### config.mk
export PLATFORM = sky130hd
export DESIGN_NAME = fspd_ctrl
export DESIGN_NICKNAME = d
export VERILOG_FILES = /design/src/rtl/fspd_pkg.sv /design/src/rtl/fspd_ctrl.sv
export SDC_FILE = /design/constraint.sdc
export NUM_CORES = 1
export LEC_CHECK = 0
export ABC_AREA = 1
export ABC_CLOCK_PERIOD_IN_PS = 1200
export BUFFER_PORTS_ARGS = -buffer_cell sky130_fd_sc_hd__buf_4
export CAP_MARGIN = 20
export CORE_MARGIN = 1.5
export CORE_UTILIZATION = 30
export CTS_BUF_LIST = sky130_fd_sc_hd__clkbuf_8
export CTS_CLUSTER_SIZE = 40
export DETAILED_ROUTE_END_ITERATION = 12
export PLACE_DENSITY = 0.61
export SYNTH_ARGS = -nofsm -noshare
export SYNTH_HDL_FRONTEND = slang
export SYNTH_SLANG_ARGS = --single-unit
export TNS_END_PERCENT = 20
### constraint.sdc
create_clock -name clk -period 1.2 [get_ports clk]
set_input_delay 0.24 -clock clk [delete_from_list [all_inputs] [get_ports clk]]
set_output_delay 0.24 -clock clk [all_outputs]
set_load 0.1 [all_outputs]
### src/rtl/fspd_pkg.sv
`timescale 1ns / 1ps
`default_nettype none
// ----------------------------------------------------------------------------
// fspd_pkg
// Shared types and constants of the Floyd-Steinberg palette dither.
// ----------------------------------------------------------------------------
package fspd_pkg;

  // channel values and errors in 1/16 units
  localparam int ERR_W   = 13;
  localparam int VAL_W   = 12;
  localparam int SHARE_W = 14;
  localparam int ENT_W   = 3 * ERR_W;

  // configuration register indexes (byte address = 4 * index)
  localparam logic [1:0] REG_IMAGE_WIDTH   = 2'd0;
  localparam logic [1:0] REG_IMAGE_HEIGHT  = 2'd1;
  localparam logic [1:0] REG_PALETTE_COUNT = 2'd2;

  localparam logic [12:0] IMAGE_WIDTH_RST   = 13'd640;
  localparam logic [15:0] IMAGE_HEIGHT_RST  = 16'd480;
  localparam logic [4:0]  PALETTE_COUNT_RST = 5'd16;

  // error distribution steps, each a read-modify-write on the line buffers
  typedef enum logic [1:0] {
    OP_RIGHT       = 2'd0,  // this row x+1 (7/16), next row x-1 (3/16)
    OP_BELOW       = 2'd1,  // next row x (5/16)
    OP_BELOW_RIGHT = 2'd2   // next row x+1 (1/16)
  } op_t;

  typedef struct packed {
    logic pal_wr;
    logic cap_pix;
    logic rd_cur;
    logic ld_val;
    logic srch_step;
    logic ld_err;
    logic rmw_rd;
    logic rmw_wr;
    op_t  op;
    logic fin;
  } cmd_t;

  typedef struct packed {
    logic srch_last;
    logic out_free;
  } status_t;

endpackage
`default_nettype wire

### src/rtl/fspd_ctrl.sv
`timescale 1ns / 1ps
`default_nettype none
// ----------------------------------------------------------------------------
// fspd_ctrl
// Sequencer: accept, error fetch, palette search, error spreading, result.
// ----------------------------------------------------------------------------
module fspd_ctrl (
  input  logic               clk,
  input  logic               rst,
  input  logic               in_valid,
  output logic               in_ready,
  input  logic               func,
  input  fspd_pkg::status_t  status,
  output fspd_pkg::cmd_t     cmd
);

  typedef enum logic [8:0] {
    ST_IDLE  = 9'b000000001,
    ST_RDCUR = 9'b000000010,
    ST_ADDV  = 9'b000000100,
    ST_SRCH  = 9'b000001000,
    ST_DRAIN = 9'b000010000,
    ST_ERR   = 9'b000100000,
    ST_RMWRD = 9'b001000000,
    ST_RMWWR = 9'b010000000,
    ST_FIN   = 9'b100000000
  } state_t;

  state_t          state, state_next;
  fspd_pkg::op_t   op, op_next;

  always_ff @(posedge clk) begin
    if (rst) begin
      state <= ST_IDLE;
      op    <= fspd_pkg::OP_RIGHT;
    end else begin
      state <= state_next;
      op    <= op_next;
    end
  end

  always_comb begin
    state_next = state;
    op_next    = op;
    cmd        = '0;
    cmd.op     = op;
    in_ready   = 1'b0;
    unique case (state)
      ST_IDLE: begin
        in_ready = 1'b1;
        if (in_valid) begin
          if (func) begin
            cmd.pal_wr = 1'b1;
          end else begin
            cmd.cap_pix = 1'b1;
            state_next  = ST_RDCUR;
          end
        end
      end
      ST_RDCUR: begin
        cmd.rd_cur = 1'b1;
        state_next = ST_ADDV;
      end
      ST_ADDV: begin
        cmd.ld_val = 1'b1;
        state_next = ST_SRCH;
      end
      ST_SRCH: begin
        cmd.srch_step = 1'b1;
        if (status.srch_last) state_next = ST_DRAIN;
      end
      ST_DRAIN: begin
        state_next = ST_ERR;
      end
      ST_ERR: begin
        cmd.ld_err = 1'b1;
        op_next    = fspd_pkg::OP_RIGHT;
        state_next = ST_RMWRD;
      end
      ST_RMWRD: begin
        cmd.rmw_rd = 1'b1;
        state_next = ST_RMWWR;
      end
      ST_RMWWR: begin
        cmd.rmw_wr = 1'b1;
        unique case (op)
          fspd_pkg::OP_RIGHT: begin
            op_next    = fspd_pkg::OP_BELOW;
            state_next = ST_RMWRD;
          end
          fspd_pkg::OP_BELOW: begin
            op_next    = fspd_pkg::OP_BELOW_RIGHT;
            state_next = ST_RMWRD;
          end
          default: begin
            state_next = ST_FIN;
          end
        endcase
      end
      ST_FIN: begin
        if (status.out_free) begin
          cmd.fin    = 1'b1;
          state_next = ST_IDLE;
        end
      end
      default: begin
        state_next = ST_IDLE;
      end
    endcase
  end

endmodule
`default_nettype wire

==> After elaboration in Yosys (flattened, before gate mapping) <==
Cells that the tools add are included.
{ "word_totals": {"reg_bits": 11, "latchBits": 0, "mem_bits_rw": 0, "rom_bits": 0, "inputBits": 6, "out_inout_bits": 12, "mem_count": 0} }
{ "op_classes": {"addsub": 0, "mul": 0, "n_div": 0, "n_lt_le_gt_ge": 0, "eq_ne": 15, "shift": 0, "n_mux": 21, "bitwise_logic": 0, "reduce_logical": 5} }
{ "ops": {"columns": ["op", "n"], "rows": [
  ["9-bit one-hot mux with 9 select lines", 1],
  ["9-bit 2-to-1 mux", 5],
  ["1-bit 2-to-1 mux", 11],
  ["9-bit by 1-bit == test with 1-bit output, second input constant", 1],
  ["9-bit by 2-bit == test with 1-bit output, second input constant", 1],
  ["9-bit by 3-bit == test with 1-bit output, second input constant", 1],
  ["9-bit by 4-bit == test with 1-bit output, second input constant", 1],
  ["9-bit by 5-bit == test with 1-bit output, second input constant", 1],
  ["9-bit by 6-bit == test with 1-bit output, second input constant", 1],
  ["9-bit by 7-bit == test with 1-bit output, second input constant", 1],
  ["9-bit by 8-bit == test with 1-bit output, second input constant", 1],
  ["9-bit == test, second input constant", 1],
  ["2-bit inequality test, second input constant", 4],
  ["2-bit one-hot mux with 2 select lines", 2],
  ["2-bit 2-to-1 mux", 2],
  ["4-bit AND reduction", 1],
  ["3-bit inequality test, second input constant", 1],
  ["2-bit by 1-bit == test with 1-bit output, second input constant", 1],
  ["2-bit zero test", 1],
  ["2-bit AND reduction", 1],
  ["2-bit nonzero test", 1],
  ["2-bit OR reduction", 1]
]} }

==> Depth between registers and ports, before layout <==
Gate-level depths: netlist of run 1.
{ "logic_depth": {"depth_word": 4, "mapped_depth": 9, "depth_no_buf": 9} }

==> Least setup slack after synthesis of run 1 <==
No wires, ideal clock.
{ "synth_path": {"kind": "reg2out", "from": "reg state[6]", "to": "out cmd[0] (netlist name)", "arrival_ns": 3.408, "required_time_ns": 0.960, "path_slack_ns": -2.448, "stages_incl_launch_ff": 4, "n_path_buf": 0, "cell_sequence": "dfxtp_1 > nor2_1 > nand2_1 > nor4_1"} }
{ "synth_lines": {"columns": ["item", "line", "text"], "rows": [
  ["start: declaration", "fspd_ctrl.sv:29", "state_t state, state_next;"],
  ["start signal: assignment", "fspd_ctrl.sv:37", "state <= state_next;"],
  ["end: declaration", "fspd_ctrl.sv:14", "output fspd_pkg::cmd_t cmd"]
]} }

==> results of run 1 <==
==> where the power goes <==
part	switching [mW]	internal, mW	leakage (nW)
sequential	0.0806	0.442	0.0929
clock	0.147	0.229	0.0255
combinational	1.19	0.844	0.572
total	1.41	1.51	0.691
==> final cells by class <==
class / instances / area (µm²)
clock buffers: 3 / 41.3
clock inverters: 1 / 5.00
fillers: 196 / 858
inverters: 25 / 93.8
multi-input cells: 77 / 460
flip-flops and latches: 11 / 235
well taps: 28 / 35.0
repair buffers: 45 / 462
==> metrics by stage <==
step / std cells / hold WS [ns] / setup slack (ns) / TNS [ns]
floorplan: 114 / 0.462 / -0.639 / -5.75
global placement: 181 / 0.480 / -0.215 / -2.34
detailed placement: 181 / 0.486 / -0.227 / -2.39
CTS: 189 / 0.227 / -0.364 / -4.66
global route: 190 / 0.227 / -0.426 / -6.00
finish: 190 / 0.227 / -0.361 / -4.29
==> placed cells by master (no fill, tap or decap), types with 6 or more instances in the layout <==
cell and instances:
inv_1 16, nor2_4 8, nand2_1 18, nor2_1 18
dfxtp_2 6, buf_4 33, inv_2 9, nand2_2 7
buf_12 9
==> final timing paths <==
kind | endpoint | slack, ns | depth (start not counted)
worst max-delay path | cmd[0] | -0.36 | 4
worst max register to register | state[0] | -0.21 | 10
worst min-delay path | state[7] | 0.23 | 2
worst min register to register | op[0] | 0.51 | 1
==> layer usage <==
layer | part of all wire | up-vias | GRT usage | wire length, µm
li1 | - | 438 | - | -
met1 | 0.43 | 354 | 0.229 | 850
met2 | 0.49 | 20 | 0.266 | 969
met3 | 0.055 | 5 | 0.0468 | 108
met4 | 0.024 | 0 | 0.0811 | 48
met5 | 0 | - | 0 | 0
==> registers in the layout, summed over array words and instances (netlist names) <==
signal / count
state: 9
op: 2
==> cells by family after synthesis <==
kind of cell    Yosys count
simple gates             71
buf+inv                  26
flops                    11
compound gates            6
==> worst max-delay path: cells and delay by family, from the launching register on <==
family	cells	cell delay, ns
buffers and inverters	1	0.26
and+or+nand+nor	3	0.48
DFF	1	0.32
==> timing repair <==
| action | CTS | global route |
|---|---|---|
| pin swaps | 9 | 6 |
| endpoints found under the setup margin | 21 | 21 |
| cloned | 0 | 0 |
| buffers inserted | 4 | 1 |
| gates resized for setup | 41 | 18 |
| hold endpoints to repair | 0 | 0 |
==> impl_results.md, run 1 <==
* Required time worst endpoint at 0.96 ns
* Status: complete, but fails checks
* FF-to-FF Start: state[5]
* Pwr dens at 2200 mW/mm²
* CTS tree: done
* WS Path Type: flip-flop to output port
* Hold Fails Final Rpt at 0
* Startpoint types: flip-flop
* Die Wd at 51.2 µm
* Worst-Margin Slew at 0.246 ns
* Area after DPL at 0.00107 mm²
* Vias per cell at 4.30
* Part of the Yosys area used for sequential elements at 0.317
* DRC Markers at 0
* DRT Pass-1 Iters at 4
* DR iter-0 viols at 24
* Top FF cell, synth: dfxtp_1
* Starting density of the core at 0.318
* Synth area leader: dfxtp_1
* Cells after Synth at 114
* CTS Sinks at 11
* P_leak at 0.691 nW
* Die Height at 51.2 µm
* Boundary Pins at 18
* Largest net degree at the start of global routing at 9
* Max-slew violations at 0
* Asr flop ratio synth at 0
* Worst Path Max Fanout at 4
* Diodes inserted at 0
* Register bit count reported by yosys at 11
* Final HPWL DP at 1.40 mm
* Design Area, Final at 0.00133 mm²
* Detailed-route via count at 817
* Yosys warning count at 0
* Max Cap Viol at 0
* Synth Area in Simple Gates at 0.487
* Grt ovf at 0
* Share of cells above drive strength 1 at 0.568
* Syn nets at 120
* Crit. End Element: output port
* Worst Setup SP: state[3]
* Core box area at 0.00219 mm²
* Total length of routed wires at 1.98 mm
* Port Buffers at 17
* Tightest Hold Check Type: input pin to flip-flop
* Final worst path period share at 1.30
* CP max stage delay at 0.32 ns
* Ranking of synthesized cells by area: dfxtp_1 32%, inv_1 13%, nor2_1 13%
* Total Power Consumption at 2.93 mW
* Aggregate global-route resource usage at 0.175
* Vias in the first global route at 773
* Clock transition at path regs at 0.05 ns
* Row count at 17
* TritonCTS Buffers at 3
* Xor/xnor share of the synthesized area at 0
* Clock tree root buffer cell: clkbuf_8
* Share of the synthesized area in the top cell type at 0.317
* Fraction of the mapped netlist area in adder cells at 0
* Violated checks: setup timing
* Antenna-violating nets left at 0
* Gp weighted congestion at 0.853
* First-pass GRT wire length at 3.37 mm
* Final setup viols at 19
* CP arrival at 1.32 ns
* Post-Route Utilization at 0.608
* Post-synth EDFFs at 0
* Worst slew margin at 0.835
* Critical-path cell list: nor2_2 > nand2_4 > nor4_4 > buf_6
* RSZ-0062 raised after global routing: yes
* Slowest stage cell on the critical path: dfxtp_2
* Clock Latency Late Sink at 0.24 ns
* Largest family of logic cells by synthesized area: simple AND/OR/NAND/NOR gates
* Area of the die at 0.00262 mm²
* # hold bufs at CTS at 0
* Count of cell types in the netlist at 18
* Antenna violations before repair at 0
* Fin crit period at 1.56 ns
* Max VDD drop at 1420 µV
* Compound-Gate Fraction of Synth Area at 0.0558
* H-tree depth at 1
* Mux cell area share after synthesis at 0
* Worst Skew at 0.000697 ns
* Top cells by count, synth: 24 x inv_1, 24 x nor2_1, 23 x nand2_1
* Layout area overhead at 91.5%
* Clock tree buffer depth at 2
* Average cell area after synthesis at 6.10 µm²
* Cell area after synthesis at 696 µm²
* Setup ws final at -0.361 ns
* DR WL/cell at 10.4 µm
* Max Freq at 640 MHz
* Final nets at 169
* Min-Delay Startpoint: rst
Power figures use the tool's default switching activity.
==> inputs of run 2 (changes only) <==
==> constraint.sdc (replaced) <==
create_clock -name clk -period 1.2 [get_ports clk]
set_input_delay 0.18 -clock clk [delete_from_list [all_inputs] [get_ports clk]]
set_output_delay 0.18 -clock clk [all_outputs]
set_load 0.1 [all_outputs]
==> impl_results.md, run 2 (same netlist as run 1, synthesis figures left out) <==
* Status: complete, but fails checks
* Violated checks: setup timing
* Max reg flops at 9 (unchanged)
* Worst Skew at 0.00130 ns (+0.000599 ns)
* GR peak layer: met2
* Worst reg-to-reg path cell count at 10 (unchanged)
* Diodes inserted at 0 (unchanged)
* Clock transition at path regs at 0.05 ns (about the same)
* Crit. End Element: output port
* Final setup viols at 20 (+1)
* Reg-to-Reg End: state[0]
* Boundary Pins at 18 (unchanged)
* CTS Sinks at 11 (unchanged)
* Max-slew violations at 0 (unchanged)
* Placed insts at 179 (-1.1%)
* # hold bufs at CTS at 0 (unchanged)
* Starting density of the core at 0.318 (unchanged)
* Worst reg-to-reg setup slack at -0.22 ns (about the same)
* RSZ-0062 raised after global routing: yes
* Area after DPL at 0.00107 mm² (-0.23%)
* Final nets at 168 (-0.59%)
* Final HPWL DP at 1.52 mm (+8.5%)
* DR WL/cell at 11.4 µm (+9.8%)
* TritonCTS Buffers at 3 (unchanged)
* Met2 Use GR at 0.281 (+0.0152)
* Clock tree buffer depth at 2 (unchanged)
* CP arrival at 1.32 ns (about the same)
* Top reg by flops: state
* Most frequent cells in the layout: 33 x buf_4, 20 x nand2_1, 18 x nor2_1
* Layout area overhead at 93.9%
* Cell count of the worst hold path at 2 (unchanged)
* Worst Path Max Fanout at 4 (unchanged)
* Total Power Consumption at 3.05 mW (+4.3%)
* Clock Latency Late Sink at 0.24 ns (about the same)
* Fin cells at 189 (-0.53%)
* Row count at 17 (unchanged)
* Core box area at 0.00219 mm² (unchanged)
* Setup ws final at -0.299 ns (+0.0629 ns)
* Met3 usage at 0.0351 (-0.0117)
* Min-Delay Startpoint: rst
* Required time worst endpoint at 1.02 ns (+0.06 ns)
* Port Buffers at 17 (unchanged)
* Tightest Hold Check Type: input pin to flip-flop
* Fin crit period at 1.50 ns (-0.0629 ns)
* First-pass GRT wire length at 3.51 mm (+3.9%)
* Share of cells above drive strength 1 at 0.565 (-0.00268)
* Aggregate global-route resource usage at 0.180 (+0.00469)
* Met1 usage at 0.230 (+0.000966)
* Pwr dens at 2260 mW/mm² (+3.0%)
* CTS tree: done
* Clock tree root buffer cell: clkbuf_8
* H-tree depth at 1 (unchanged)
* Die Height at 51.2 µm (unchanged)
* Die Wd at 51.2 µm (unchanged)
* Antenna violations before repair at 0 (unchanged)
* Gp weighted congestion at 0.857 (+0.42%)
* Largest net degree at the start of global routing at 9 (unchanged)
* Worst-Margin Slew at 0.276 ns (+0.0303 ns)
* Max Cap Viol at 0 (unchanged)
* Top Registers: state (9), op (2)
* Vias in the first global route at 818 (+5.8%)
* Design Area, Final at 0.00135 mm² (+1.2%)
* DRT Pass-1 Iters at 4 (unchanged)
* Most common cell after layout, fill and taps aside: buf_4
* Total length of routed wires at 2.16 mm (+9.3%)
* Antenna-violating nets left at 0 (unchanged)
* Startpoint types: flip-flop
* Vias per cell at 4.50 (+4.7%)
* Hold Fails Final Rpt at 0 (unchanged)
* Max Freq at 667 MHz (+4.2%)
* Worst Hold End: state[7]
* DRC Markers at 0 (unchanged)
* Final worst path period share at 1.25 (-0.0524)
* Max VDD drop at 1500 µV (+5.7%)
* Grt ovf at 0 (unchanged)
* DR iter-0 viols at 18 (-25%)
* FF-to-FF Start: state[5]
* Worst slew margin at 0.814 (-0.0204)
* Area of the die at 0.00262 mm² (unchanged)
* Detailed-route via count at 851 (+4.2%)
* P_leak at 0.697 nW (+0.87%)
* WS Path Type: flip-flop to output port
-- run 2: cell type report --
class | instances | area [µm²]
fillers | 179 | 842
multi-input cells | 77 | 485
repair buffers | 44 | 459
flip-flops and latches | 11 | 229
inverters | 25 | 93.8
clock buffers | 3 | 41.3
well taps | 28 | 35.0
clock inverters | 1 | 5.00
-- run 2: critical path, cell delays in order (launching register included) --
cell and delay, ns:
dfxtp_2 0.33, nor2_4 0.14, nand2_2 0.08, nor2_4 0.14, nand2_4 0.09, nor2_4 0.11, buf_12 0.18
-- run 2: worst max-delay path by stage --
stage / to / slack, ns / from
3_5_place_dp: cmd[7] / -0.14 / state[4]
3_3_place_gp: cmd[6] / -0.14 / state[6]
5_1_grt: cmd[0] / -0.36 / state[2]
6_report: cmd[9] / -0.30 / state[5]
4_1_cts: in_ready / -0.31 / state[5]
2_1_floorplan: cmd[0] / -0.58 / state[1]
-- run 2: stage by stage --
step | hold slack (ns) | TNS (ns) | utilization | worst slack, ns
2_1_floorplan | 0.402 | -5.10 | - | -0.579
3_3_place_gp | 0.423 | -1.80 | 0.488 | -0.141
3_5_place_dp | 0.425 | -1.90 | 0.488 | -0.144
4_1_cts | 0.167 | -4.05 | 0.588 | -0.306
5_1_grt | 0.178 | -5.05 | 0.616 | -0.359
6_report | 0.171 | -3.88 | 0.616 | -0.299
-- run 2: metal layers --
metal | wire length, µm | up-vias
li1 | - | 437
met1 | 954 | 396
met2 | 1110 | 14
met3 | 52 | 4
met4 | 42 | 0
met5 | 0 | -
-- run 2: power by group --
| group | internal (mW) | switching, mW |
|---|---|---|
| registers | 0.438 | 0.0959 |
| clock network | 0.229 | 0.153 |
| logic | 0.871 | 1.26 |
| total | 1.54 | 1.51 |
-- run 2: repair_timing --
item / CTS / global route
endpoints found under the setup margin: 20 / 21
gates cloned: 0 / 0
buffers inserted: 4 / 2
pin swaps: 10 / 8
resized for setup: 42 / 15
==> inputs of run 3 (changes only) <==
--- a/config.mk
+++ b/config.mk
@@ -15,6 +15,7 @@
 export CTS_CLUSTER_SIZE = 40
 export DETAILED_ROUTE_END_ITERATION = 12
 export PLACE_DENSITY = 0.61
+export REMOVE_ABC_BUFFERS = 1
 export SYNTH_ARGS = -nofsm -noshare
 export SYNTH_HDL_FRONTEND = slang
 export SYNTH_SLANG_ARGS = --single-unit
==> impl_results.md, run 3 (same netlist as run 1, synthesis figures left out) <==
* Worst Path Max Fanout at 4 (unchanged)
* Vias per cell at 4.53 (+0.66%)
* Antenna violations before repair at 0 (unchanged)
* Core box area at 0.00219 mm² (unchanged)
* P_leak at 0.680 nW (-2.4%)
* DRC Markers at 0 (unchanged)
* M1 wire length at 805 µm (-16%)
* Top reg by flops: state
* Crit. End Element: output port
* Die Wd at 51.2 µm (unchanged)
* Boundary Pins at 18 (unchanged)
* CP dominant cell by count: nor2_4
* Clock Latency Late Sink at 0.24 ns (about the same)
* Vias in the first global route at 862 (+5.4%)
* Worst Skew at 0.00286 ns (+0.00156 ns)
* Tightest Hold Check Type: input pin to flip-flop
* Slowest stage cell on the critical path: dfxtp_2
* Fill count at 188 (+5.0%)
* Reg area at 229 µm² (unchanged)
* Top sig layer: met4
* Layout area overhead at 89.6%
* Gp weighted congestion at 0.812 (-5.3%)
* Total Power Consumption at 2.83 mW (-7.3%)
* Diodes inserted at 0 (unchanged)
* Final setup viols at 20 (unchanged)
* Required time worst endpoint at 1.02 ns (about the same)
* Area of the die at 0.00262 mm² (unchanged)
* Row count at 17 (unchanged)
* CTS tree: done
* Setup ws final at -0.319 ns (-0.0207 ns)
* Hold Fails Final Rpt at 0 (unchanged)
* CP max stage delay at 0.33 ns (about the same)
* Clock tree root buffer cell: clkbuf_8
* Design Area, Final at 0.00132 mm² (-2.2%)
* Top Registers: state (9), op (2)
* First-pass GRT wire length at 3.46 mm (-1.4%)
* Total length of routed wires at 1.96 mm (-9.1%)
* Pwr dens at 2150 mW/mm² (-5.2%)
* Worst reg-to-reg path cell count at 11 (+1)
* CP top delay family: simple AND/OR/NAND/NOR gates
* DRT Pass-1 Iters at 4 (unchanged)
* Port Buffers at 17 (unchanged)
* Most frequent cells in the layout: 30 x buf_4, 20 x nand2_1, 19 x inv_1
* DR iter-0 viols at 7 (-11)
* Max Freq at 658 MHz (-1.4%)
* Area of the multi-input gates at 477 µm² (-1.8%)
* Max VDD drop at 2230 µV (+49%)
* Antenna-violating nets left at 0 (unchanged)
* CTS Sinks at 11 (unchanged)
* Most common cell after layout, fill and taps aside: buf_4
* Status: complete, but fails checks
* Post-Route Utilization at 0.602 (-0.0137)
* Fin crit period at 1.52 ns (+0.0207 ns)
* Final HPWL DP at 1.43 mm (-6.2%)
* Starting density of the core at 0.318 (unchanged)
* WS Path Type: flip-flop to output port
* Crit path depth at 6 (unchanged)
* Max reg flops at 9 (unchanged)
* H-tree depth at 1 (unchanged)
* Metal3 WL at 79 µm (+52%)
* Worst slew margin at 0.817 (+0.00293)
* Max Cap Viol at 0 (unchanged)
* Grt ovf at 0 (unchanged)
* TritonCTS Buffers at 3 (unchanged)
* Final worst path period share at 1.27 (+0.0172)
* Share of cells above drive strength 1 at 0.551 (-0.0146)
* DR WL/cell at 10.6 µm (-7.7%)
* Critical-path cell list: nor2_4 > nand2_2 > nor2_4 > nand2_4 > nor2_4 > buf_12
* CP Buf/Inv Count at 1 (unchanged)
* Aggregate global-route resource usage at 0.181 (+0.00106)
* # hold bufs at CTS at 0 (unchanged)
* RSZ-0062 raised after global routing: yes
* Startpoint types: flip-flop
* Area after DPL at 0.00102 mm² (-4.9%)
* CP arrival at 1.34 ns (+0.02 ns)
* Met2 wire length at 1.01 mm (-9.1%)
* Cell count of the worst hold path at 2 (unchanged)
* Largest net degree at the start of global routing at 9 (unchanged)
* Violated checks: setup timing
* Clock tree buffer depth at 2 (unchanged)
* Detailed-route via count at 843 (-0.94%)
* Final nets at 165 (-1.8%)
* Die Height at 51.2 µm (unchanged)
* Max-slew violations at 0 (unchanged)
* Clock transition at path regs at 0.05 ns (about the same)
* Worst-Margin Slew at 0.276 ns (-0.00000286 ns)
-- run 3: cell types whose count changed in the layout (fill, tap and decap cells not counted), sizes merged --
cell | previous run | this run
buf | 44 | 41
clkinv | 1 | 0
inv | 25 | 26
-- run 3: cell type report --
type	count	share of cell area
Clock buffer	3	0.0313
Clock inverter	1	0.00285
Timing Repair Buffer	41	0.331
Tap cell	28	0.0266
Sequential cell	11	0.174
Inverter	25	0.0731
Multi-Input combinational cell	77	0.361
-- run 3: through the flow --
stage / worst slack (ns) / TNS [ns] / instances / hold WS (ns)
floorplan: -2.39 / -8.25 / 113 / 0.249
global placement: -0.153 / -1.36 / 178 / 0.418
detailed placement: -0.171 / -1.72 / 178 / 0.421
CTS: -0.326 / -4.16 / 186 / 0.162
global route: -0.384 / -5.77 / 186 / 0.176
finish: -0.319 / -4.21 / 186 / 0.170
-- run 3: power breakdown --
part / internal (mW) / switching [mW]
clock: 0.225 / 0.148
sequential: 0.439 / 0.0989
combinational: 0.750 / 1.17
-- run 3: layer usage --
layer / vias up / GRT usage
li1: 429 / -
met1: 382 / 0.206
met2: 25 / 0.316
met3: 7 / 0.0263
met4: 0 / 0.108
met5: - / 0
-- run 3: timing repair --
action | CTS | global route
buffers inserted | 4 | 0
resized for setup | 58 | 8
setup endpoints to repair | 20 | 21
pin swaps | 6 | 3
-- run 3: path summary, 6_finish.rpt --
| path | start | to | slack, ns |
|---|---|---|---|
| setup / recovery | state[5] | cmd[9] | -0.32 |
| hold / removal | rst | op[1] | 0.17 |
| setup reg to reg | state[1] | state[8] | -0.26 |
| hold reg to reg | op[0] | op[0] | 0.49 |
